==> src/hdl/prm_pkg.sv <==
// Shared types and constants for the probe response matcher.
// Used by every module of the block; depends on nothing else.
`timescale 1ns / 1ps
`default_nettype none

package prm_pkg;

  // Table size default and fixed field widths.
  localparam int DefaultEntries = 16;
  localparam int SlotW          = 4;
  localparam int CountW         = 5;
  localparam int AddrW          = 3;

  // Protocol numbers and ICMP type that a response is checked against.
  localparam logic [7:0] IpprotoTcp    = 8'd6;
  localparam logic [7:0] IpprotoIcmp   = 8'd1;
  localparam logic [7:0] IcmpEchoReply = 8'd0;

  // Probe kinds as stored in an entry.
  localparam logic [1:0] KindTcp  = 2'd1;
  localparam logic [1:0] KindIcmp = 2'd2;

  // Request function carried on the input tuser.
  localparam logic FuncLoad     = 1'b0;
  localparam logic FuncResponse = 1'b1;

  // Saturation point of the batch match count.
  localparam logic [CountW-1:0] CountMax = CountW'(16);

  // Configuration register index (word address bit).
  localparam logic RegLocalAddress = 1'b0;

  typedef enum logic [1:0] {
    StIdle     = 2'd0,
    StPending  = 2'd1,
    StAnswered = 2'd2
  } status_e;

  // One request as it travels down the chain of cells.
  typedef struct packed {
    logic             valid;
    logic             func;
    logic [SlotW-1:0] slot;
    logic [1:0]       kind;
    logic [31:0]      remote;
    logic             dst_ok;
    logic             tcp_ok;
    logic             icmp_ok;
    logic [15:0]      first;
    logic [15:0]      second;
    logic             last;
    logic             hit;
    logic [SlotW-1:0] hit_slot;
  } req_t;

endpackage

`default_nettype wire

==> src/hdl/prm_cell.sv <==
// One table entry of the matcher with its stage of the request chain.
// Depends on prm_pkg for the request struct and codes.
`timescale 1ns / 1ps
`default_nettype none

module prm_cell
  import prm_pkg::*;
#(
  parameter int INDEX = 0
) (
  input  wire  clk_i,
  input  wire  rst_ni,
  input  wire  advance_i,
  input  req_t req_i,
  output req_t req_o
);

  logic [1:0]  kind_q;
  status_e     status_q;
  logic [31:0] remote_q;
  logic [15:0] first_q;
  logic [15:0] second_q;
  req_t        req_q;
  req_t        req_d;

  logic        take;
  logic        load_here;
  logic        kind_ok;
  logic        entry_hit;
  logic        claim;

  assign take = advance_i && req_i.valid;

  // Slot numbers past the table never select a cell.
  assign load_here = take && (req_i.func == FuncLoad) &&
                     (INDEX < (1 << SlotW)) && (req_i.slot == SlotW'(INDEX));

  always_comb begin
    case (kind_q)
      KindTcp:  kind_ok = req_i.tcp_ok;
      KindIcmp: kind_ok = req_i.icmp_ok;
      default:  kind_ok = 1'b0;
    endcase
  end

  assign entry_hit = (status_q == StPending) && kind_ok && req_i.dst_ok &&
                     (remote_q == req_i.remote) && (first_q == req_i.first) &&
                     (second_q == req_i.second);

  // Only the first pending match along the chain claims the response.
  assign claim = take && (req_i.func == FuncResponse) && !req_i.hit && entry_hit;

  always_comb begin
    req_d = req_i;
    if (claim) begin
      req_d.hit      = 1'b1;
      req_d.hit_slot = SlotW'(INDEX);
    end
  end

  always_ff @(posedge clk_i or negedge rst_ni) begin
    if (!rst_ni) begin
      kind_q   <= 2'd0;
      status_q <= StIdle;
    end else if (load_here) begin
      kind_q   <= req_i.kind;
      status_q <= StPending;
    end else if (claim) begin
      status_q <= StAnswered;
    end
  end

  always_ff @(posedge clk_i) begin
    if (load_here) begin
      remote_q <= req_i.remote;
      first_q  <= req_i.first;
      second_q <= req_i.second;
    end
  end

  always_ff @(posedge clk_i or negedge rst_ni) begin
    if (!rst_ni) begin
      req_q <= '0;
    end else if (advance_i) begin
      req_q <= req_d;
    end
  end

  assign req_o = req_q;

endmodule

`default_nettype wire

==> src/hdl/prm_batch.sv <==
// Tail of the matcher: batch match count and the output register.
// Depends on prm_pkg for the request struct and codes.
`timescale 1ns / 1ps
`default_nettype none

module prm_batch
  import prm_pkg::*;
(
  input  wire               clk_i,
  input  wire               rst_ni,
  input  req_t              req_i,
  input  wire               out_ready_i,
  output logic              advance_o,
  output logic              out_valid_o,
  output logic              out_matched_o,
  output logic [SlotW-1:0]  out_slot_o,
  output logic [CountW-1:0] out_count_o
);

  logic              out_valid_q;
  logic              matched_q;
  logic [SlotW-1:0]  slot_q;
  logic [CountW-1:0] shown_q;
  logic [CountW-1:0] count_q;
  logic [CountW-1:0] count_d;
  logic [CountW-1:0] shown_d;
  logic              is_resp;

  assign advance_o = !out_valid_q || out_ready_i;
  assign is_resp   = req_i.func == FuncResponse;

  always_comb begin
    shown_d = count_q;
    count_d = count_q;
    if (is_resp) begin
      if (req_i.hit && (count_q < CountMax)) begin
        shown_d = count_q + CountW'(1);
      end
      count_d = req_i.last ? '0 : shown_d;
    end
  end

  always_ff @(posedge clk_i or negedge rst_ni) begin
    if (!rst_ni) begin
      out_valid_q <= 1'b0;
      count_q     <= '0;
    end else if (advance_o) begin
      out_valid_q <= req_i.valid;
      if (req_i.valid) begin
        count_q <= count_d;
      end
    end
  end

  always_ff @(posedge clk_i) begin
    if (advance_o && req_i.valid) begin
      matched_q <= is_resp && req_i.hit;
      slot_q    <= (is_resp && req_i.hit) ? req_i.hit_slot : '0;
      shown_q   <= shown_d;
    end
  end

  assign out_valid_o   = out_valid_q;
  assign out_matched_o = matched_q;
  assign out_slot_o    = slot_q;
  assign out_count_o   = shown_q;

endmodule

`default_nettype wire

==> src/hdl/probe_response_matcher_unit.sv <==
// Top level of the probe response matcher: input decode, configuration
// register, chain of table cells and the batch tail. Depends on prm_pkg,
// prm_cell and prm_batch.
//
//   Channel   Direction  Handshake              Contents
//   s_axis    in         tvalid/tready          load or response request
//   m_axis    out        tvalid/tready          match result, one per request
//   APB       in         psel/penable/pwrite    local_address register
//
// Each request walks down a row of ENTRIES cells, one cell per cycle while
// m_axis does not stall. The accepting edge loads the stage register of the
// first cell, each cell register passes it on to the next, and the batch tail
// registers the result after the last cell. The chain is a pipeline: a new
// request enters every cycle unless a waiting result stalls it, and the sustained
// rate is then one request per cycle. The depth of the cell row sets the latency.
// Reset clears the entry kinds and states and every stage valid bit at once;
// no clearing pass is needed. When a result waits on m_axis, the whole chain
// holds and s_axis_tready drops in the same cycle.
`timescale 1ns / 1ps
`default_nettype none

module probe_response_matcher_unit
  import prm_pkg::*;
#(
  parameter int ENTRIES = DefaultEntries
) (
  input  wire               clk_i,
  input  wire               rst_ni,
  // Request channel.
  input  wire               s_axis_tvalid,
  output logic              s_axis_tready,
  // tdata from bit 0 up: slot[4], probe_kind[2], remote_ip[32], local_ip[32],
  // protocol[8], icmp_kind[8], first_key[16], second_key[16], two zero bits.
  input  wire  [119:0]      s_axis_tdata,
  // tuser: func.
  input  wire               s_axis_tuser,
  input  wire               s_axis_tlast,
  // Result channel.
  output logic              m_axis_tvalid,
  input  wire               m_axis_tready,
  // tdata from bit 0 up: matched_slot[4], batch_matches[5], seven zero bits.
  output logic [15:0]       m_axis_tdata,
  // tuser: matched.
  output logic              m_axis_tuser,
  // Configuration port.
  input  wire               psel,
  input  wire               penable,
  input  wire               pwrite,
  input  wire  [AddrW-1:0]  paddr,
  input  wire  [31:0]       pwdata,
  output logic [31:0]       prdata,
  output logic              pready
);

  logic [31:0]       local_addr_q;
  logic              advance;
  req_t              head;
  req_t              chain [0:ENTRIES];
  logic              out_matched;
  logic [SlotW-1:0]  out_slot;
  logic [CountW-1:0] out_count;

  // The register is written at the access phase; reads return its value.
  assign pready = 1'b1;

  always_ff @(posedge clk_i or negedge rst_ni) begin
    if (!rst_ni) begin
      local_addr_q <= '0;
    end else if (psel && penable && pwrite && pready &&
                 (paddr[2] == RegLocalAddress)) begin
      local_addr_q <= pwdata;
    end
  end

  assign prdata = (paddr[2] == RegLocalAddress) ? local_addr_q : '0;

  // The address and protocol checks do not depend on any entry, so they are
  // made once here and travel down the chain as flags.
  always_comb begin
    head          = '0;
    head.valid    = s_axis_tvalid;
    head.func     = s_axis_tuser;
    head.slot     = s_axis_tdata[3:0];
    head.kind     = s_axis_tdata[5:4];
    head.remote   = s_axis_tdata[37:6];
    head.dst_ok   = s_axis_tdata[69:38] == local_addr_q;
    head.tcp_ok   = s_axis_tdata[77:70] == IpprotoTcp;
    head.icmp_ok  = (s_axis_tdata[77:70] == IpprotoIcmp) &&
                    (s_axis_tdata[85:78] == IcmpEchoReply);
    head.first    = s_axis_tdata[101:86];
    head.second   = s_axis_tdata[117:102];
    head.last     = s_axis_tlast;
    head.hit      = 1'b0;
    head.hit_slot = '0;
  end

  assign chain[0]      = head;
  assign s_axis_tready = advance;

  for (genvar i = 0; i < ENTRIES; i++) begin : g_cell
    prm_cell #(
      .INDEX(i)
    ) u_cell (
      .clk_i    (clk_i),
      .rst_ni   (rst_ni),
      .advance_i(advance),
      .req_i    (chain[i]),
      .req_o    (chain[i+1])
    );
  end

  prm_batch u_batch (
    .clk_i        (clk_i),
    .rst_ni       (rst_ni),
    .req_i        (chain[ENTRIES]),
    .out_ready_i  (m_axis_tready),
    .advance_o    (advance),
    .out_valid_o  (m_axis_tvalid),
    .out_matched_o(out_matched),
    .out_slot_o   (out_slot),
    .out_count_o  (out_count)
  );

  assign m_axis_tuser = out_matched;
  assign m_axis_tdata = {7'd0, out_count, out_slot};

endmodule

`default_nettype wire

==> config.mk <==
export PLATFORM = sky130hd
export DESIGN_NAME = probe_response_matcher_unit
export DESIGN_NICKNAME = d
export VERILOG_FILES = /design/src/hdl/prm_pkg.sv /design/src/hdl/prm_cell.sv /design/src/hdl/prm_batch.sv /design/src/hdl/probe_response_matcher_unit.sv
export SDC_FILE = /design/constraint.sdc
export NUM_CORES = 2
export LEC_CHECK = 0
export ABC_AREA = 1
export BUFFER_PORTS_ARGS = -buffer_cell sky130_fd_sc_hd__buf_4
export CORE_ASPECT_RATIO = 1.25
export CORE_UTILIZATION = 51
export CTS_CLUSTER_SIZE = 12
export DETAILED_ROUTE_END_ITERATION = 7
export PLACE_DENSITY = 0.66
export SETUP_SLACK_MARGIN = 0.3
export SYNTH_ARGS = -nofsm -noshare
export SYNTH_HDL_FRONTEND = slang
export SYNTH_SLANG_ARGS = --single-unit
==> constraint.sdc <==
create_clock -name clk_i -period 8.8 [get_ports clk_i]
set_input_delay 0.44 -clock clk_i [delete_from_list [all_inputs] [get_ports clk_i]]
set_output_delay 0.44 -clock clk_i [all_outputs]
set_load 0.1 [all_outputs]
# Yosys cells after proc, flatten, opt, wreduce, memory -nomap -nowiden
# Index checks and enable logic that the tools add are counted.
[op_classes]
add_sub_neg = 1
n_lt_le_gt_ge = 1
eq_ne = 114
n_mux = 68
bitwise_logic = 17
n_reduce_logical = 218
[op_table]
columns = ["op", "count"]
rows = [
  ["$eq 32x32->1", 17],
  ["$eq 16x16->1", 32],
  ["$logic_and 1x1->1", 182],
  ["$mux 5", 19],
  ["$eq 2x1->1 const B", 32],
  ["$mux 2", 32],
  ["$eq 2x2->1 const B", 16],
  ["$eq 4x4->1 const B", 8],
  ["$mux 32", 1],
  ["$pmux 1 s2", 16],
  ["$reduce_bool 2->1", 16],
  ["$not 1->1", 17],
  ["$eq 4x3->1 const B", 4],
  ["$logic_not 1->1", 16],
  ["$eq 4x2->1 const B", 2],
  ["$eq 8x1->1 const B", 1],
  ["$eq 8x3->1 const B", 1],
  ["$logic_not 8->1", 1],
  ["$add 5x1->5 const B", 1],
  ["$lt 5x5->1 const B", 1],
  ["$eq 4x1->1 const B", 1],
  ["$logic_not 4->1", 1],
  ["$reduce_and 3->1", 1],
  ["$logic_or 1x1->1", 1],
]
[word_totals]
ff_bits = 2359
inputBits = 164
out_inout_bits = 52

# Longest topological paths before layout
[logic_depth]
ltp_word = 11
depth_mapped = 12
mapped_depth_nobuf = 12

# Hierarchy
# Synthesis repeated with hierarchy kept, for this count alone.
[unflattened]
cells_unflattened = 11241
area_unflattened_um2 = 103852.1
[by_module_without_submodules]
columns = ["mod", "n_inst", "cells_each", "area_each_um2"]
rows = [
  ["prm_cell at g_cell[10].u_cell ...", 5, 672, 6312.3],
  ["prm_cell at g_cell[4].u_cell ...", 2, 675, 6309.8],
  ["prm_cell at g_cell[11].u_cell ...", 2, 683, 6304.8],
  ["prm_cell at g_cell[1].u_cell ...", 2, 676, 6298.5],
  ["prm_cell at g_cell[13].u_cell ...", 2, 670, 6259.8],
  ["prm_cell at g_cell[3].u_cell", 1, 688, 6346.1],
  ["prm_cell at g_cell[15].u_cell", 1, 682, 6301.0],
  ["prm_cell at g_cell[0].u_cell", 1, 676, 6271.0],
  ["probe_response_matcher_unit", 1, 345, 2263.4],
  ["prm_batch", 1, 82, 763.2],
]

# Worst setup path before layout
# Ideal clock, no wire load.
[synth_path]
path_type = "reg2reg"
startpoint = "reg u_batch.out_valid_q, in the netlist u_batch.out_valid_o"
endpoint = "reg g_cell[10].u_cell.kind_q[0]"
setup_ns = 0.364
arrival_time_ns = 6.041
t_required_ns = 8.436
path_slack_ns = 2.395
path_stages_with_launch = 7
period_less_slack_ns = 6.405
cell_sequence = "dfrtp_1 > inv_1 > nor2_4 > inv_2 > nand2_1 > nor3_1 > o21ai_0"
[synth_via]
elab_chain_cells = 5
[synth_lines]
columns = ["item", "line_no", "text"]
rows = [
  ["start: declaration", "prm_batch.sv:20", "logic out_valid_q;"],
  ["start signal: assignment", "prm_batch.sv:48", "out_valid_q <= req_i.valid;"],
  ["$logic_not 1->1", "prm_batch.sv:29", "assign advance_o = !out_valid_q || out_ready_i;"],
  ["$logic_or 1x1->1", "prm_batch.sv:29", ""],
  ["$logic_and 1x1->1", "prm_cell.sv:32", "assign take = advance_i && req_i.valid;"],
  ["$logic_and 1x1->1", "prm_cell.sv:35", "assign load_here = take && (req_i.func == FuncLoad) &&"],
  ["$logic_and 1x1->1", "prm_cell.sv:36", "(INDEX < (1 << SlotW)) && (req_i.slot == SlotW'(INDEX));"],
  ["via g_cell[10].u_cell.load_here", "prm_cell.sv:27", "logic load_here;"],
  ["end signal: assignment", "prm_cell.sv:66", "kind_q <= req_i.kind;"],
  ["end: declaration", "prm_cell.sv:18", "logic [1:0] kind_q;"],
]
# The timed path passes the listed nets, and every way through them passes these cells.
# A chain may end at the register's enable or synchronous reset.

# Worst setup path in the final report
[layout_path]
startpoint = "reg u_batch.out_valid_q, in the netlist u_batch.out_valid_o"
endpoint = "out s_axis_tready"
[layout_via]
elab_chain_cells = 2
[layout_lines]
columns = ["item", "line_no", "text"]
rows = [
  ["$logic_not 1->1", "prm_batch.sv:29", ""],
  ["$logic_or 1x1->1", "prm_batch.sv:29", ""],
  ["end: declaration", "probe_response_matcher_unit.sv:31", "output logic s_axis_tready,"],
]
# No other way between the ends.

==> results.toml <==
[global_routing]
grt_pass1_wl_mm = 315.8
grt_antenna_before_repair = 0
grt_pass1_vias = 61540
gr-total-overflow = 0
grt_max_degree = 253
met2_usage = 0.3750
use_met3 = 0.02821
grtUsageMet1 = 0.2421
grt_use_total = 0.2053
grt_busiest_layer = "met2"

[sta]
setup_viol = 0
worst_slew_margin_rel = 0.2446
hold_viol_final = 0
fin_tns_setup_ps = 0
fin_worst_skew_ps = 51.11
fmax_mhz = 266.6
slew_violations = 0
worst_pin_slew_ps = 1125
min_period_over_period = 0.4262
fin_crit_ps = 3751
rsz0062_at_grt = "no"

[cts]
post_cts_buffers = 0
cts-root-buf = "clkbuf_16"
h-tree-depth = 4
worstSkewPairLatency_ps = 840
cts_tree = "done"
cts_resized = 0
ctsLongestPathBuffers = 3
clk_pin_slew_ps = 60
clock_sinks = 2344
hold_buffers = 115
numCtsBuffers = 226

[yosys]
synth_compound_area_frac = 0.06288
ys_warn_count = 0
synthSimpleGateAreaFrac = 0.1665
synth_area_leaders = "dfrtp_1 34%, edfxtp_1 32%, nand2_1 12%"
synth.top_cell.area_share = 0.3387
synth_edf_count = 1034
synth_cell_types = 37
synth_xor_area_frac = 0.04606
synth_top_family_by_area = "simple AND/OR/NAND/NOR gates"
synthCells = 9522
muxShareOfSynthArea = 0
yosysMostFrequentCell = "nand2_1"
dominantRegCellSynth = "dfrtp_1"
async_reset_ff_frac = 0.5589
yosysSeqAreaShare = 0.6595
synthesis.area_mm2 = 0.09679
synth.avg_cell_area_um2 = 10.16
yosysTopAreaCell = "dfrtp_1"
synthAdderAreaFrac = 0.004266
synth_common_cells = "2996 x nand2_1, 1310 x dfrtp_1, 1089 x inv_1, 1051 x o21ai_0, 1034 x edfxtp_1"
synth_seq_cells = 2344

[floorplanning]
initial_core_util = 0.5137
ios = 216
die_w_um = 391.6
die_area_mm2 = 0.1915
num_rows = 178
core_area_mm2 = 0.1884
die_y_um = 489.1

[layout]
num_antenna_cells = 0
final_layout_size_suffix_gt1_frac = 0.06181
areaGrowthSynthToFinish_pct = 12.06
nets = 10040

[setup_path]
crit_type = "reg -> out"
cp-end-kind = "primary output"
r2r-end = "g_cell[5].u_cell.req_o[52]"
crit_path_end = "s_axis_tready"
rrSetupSlack_ps = 5160
reg2reg_from = "u_batch.out_valid_o"
startpoint_type = "register"
crit_arrival_ps = 3310
worstPathMaxFanout = 185
reg2reg_depth = 7
worst_ep_required_time_ps = 8360
critPathLaunch = "u_batch.out_valid_o"

[pwr]
ir_drop_mv = 0.1852
p_int_uw = 22410
power_leakage_uw = 0.04734
p_sw_frac = 0.3303
combPwrFrac = 0.209
pwr-share-clk = 0.272
p_sw_uw = 11050
power.density_mw_per_mm2 = 308.5
power_uw = 33460
power_frac_seq = 0.518

[detailed_routing]
ant_nets = 0
drc = 0
drtIter0Drc = 3011
drtPass1Iterations = 5
wl_per_cell_um = 15.39
viasPerCell = 4.904
drt-total-wl_mm = 193.2
num_vias = 61550

[placement]
numPortBuffers = 203
gp_congestion = 1.031
dpl.hpwl_mm = 131.2

[run]
maxCapViolations = 0

[worst_hold_path]
worst_hold_path.num_cells = 5
hold_path.class = "in -> reg"

[run_status]
status = "finished clean"
state kept, by name, summed over array words and instances, names as in the netlist:
| name | flops |
|---|---|
| g_cell.u_cell.req_o | 1208 |
| g_cell.u_cell.remote_q | 512 |
| g_cell.u_cell.first_q | 256 |
| g_cell.u_cell.second_q | 256 |
| g_cell.u_cell.kind_q | 32 |
| g_cell.u_cell.status_q | 32 |
| local_addr_q | 32 |
| u_batch.count_q | 5 |
| u_batch.out_count_o | 5 |
| u_batch.out_slot_o | 4 |
| u_batch.out_matched_o | 1 |
| u_batch.out_valid_o | 1 |
worst min path at each step:
stage	start	endpoint	slack (ps)
2_1_floorplan	rst_ni	g_cell[0].u_cell.kind_q[0]	140
3_3_place_gp	g_cell[10].u_cell.req_o[54]	g_cell[11].u_cell.remote_q[13]	430
3_5_place_dp	g_cell[9].u_cell.req_o[30]	g_cell[10].u_cell.first_q[8]	430
4_1_cts	m_axis_tready	g_cell[7].u_cell.req_o[12]	150
5_1_grt	m_axis_tready	g_cell[5].u_cell.req_o[32]	200
6_report	m_axis_tready	g_cell[0].u_cell.req_o[5]	180
logic make-up after synthesis:
group | after synthesis
and+or+nand+nor | 4057
DFF | 2344
buffers and inverters | 1377
AOI/OAI and AO/OA | 1200
xor gates and xnor gates | 509
adders and majority gates | 33
other | 2
stage by stage:
step / utilization / std cells / hold WS [ps] / cell area (um^2) / worst slack (ps)
final: 0.5756 / 12550 / 184.7 / 108500 / 5049
after detailed placement: 0.5327 / 12020 / 429.7 / 100400 / 4967
after global placement: 0.5327 / 12020 / 425.9 / 100400 / 5050
after CTS: 0.5756 / 12550 / 152.5 / 108500 / 4960
after global routing: 0.5756 / 12550 / 200.1 / 108500 / 4742
after floorplan: - / 9528 / 144.4 / 96810 / 2395
power groups by stage:
| stage | registers [uW] | logic [uW] | clock network [uW] |
|---|---|---|---|
| final | 17300 | 7010 | 9110 |
| after global routing | 17800 | 8140 | 9740 |
| after CTS | 17400 | 7120 | 9320 |
| after detailed placement | 17600 | 7010 | 0 |
| after global placement | 17400 | 6810 | 0 |
| after floorplan | 16800 | 5400 | 0 |
critical path, stage by stage (launching register included):
cell and delay, ps:
dfrtp_1 380, inv_1 90, nor2_4 40, buf_12 230
inv_8 490, buf_12 640, buf_4 420
cell type report:
class,instances,area [um^2]
clock buffers,391,6579
clock inverters,28,369.1
fillers,16050,79960
inverters,1092,4106
multi-input cells,5807,27190
flip-flops and latches,2344,63830
well taps,2520,3153
repair buffers,368,3233
cell usage in the layout (no fill, tap or decap), types with 3 or more instances in the layout:
cell           netlist  final
nand4_1            131    131
o21ai_1             14     14
nor2_2               5      5
a21oi_1             91     91
or2_2               55     55
clkbuf_16            0    229
clkinv_1             0      3
o21ai_0           1051   1051
o211ai_1            11     11
nand2_1           2996   2996
edfxtp_1          1034   1034
inv_1             1089   1089
xor2_1             245    245
o22ai_1             27     27
nor3_4               1      9
inv_6                0      4
buf_4               55    239
clkinv_8             0      3
ha_1                33     33
buf_12               0     13
nand3_2              5      5
dlygate4sd3_1        0    115
clkbuf_1            58    138
nor2_1             643    643
xnor2_1            264    264
clkinv_16            0      3
conb_1               2      8
nand3b_1             9      9
dfrtp_1           1310   1310
bufinv_16            0      3
nor3_1             102     94
clkinv_2             0      9
nor3_2               9      9
nand3_1             97     97
clkbuf_8             0     24
per-layer routing:
layer,up-vias,wire length [um],part of all wire
met5,-,0,0
met4,0,7613,0.039
met3,355,5814,0.030
met2,917,101200,0.52
met1,29170,78540,0.41
li1,31110,-,-
(Power assumes the default switching activity.)
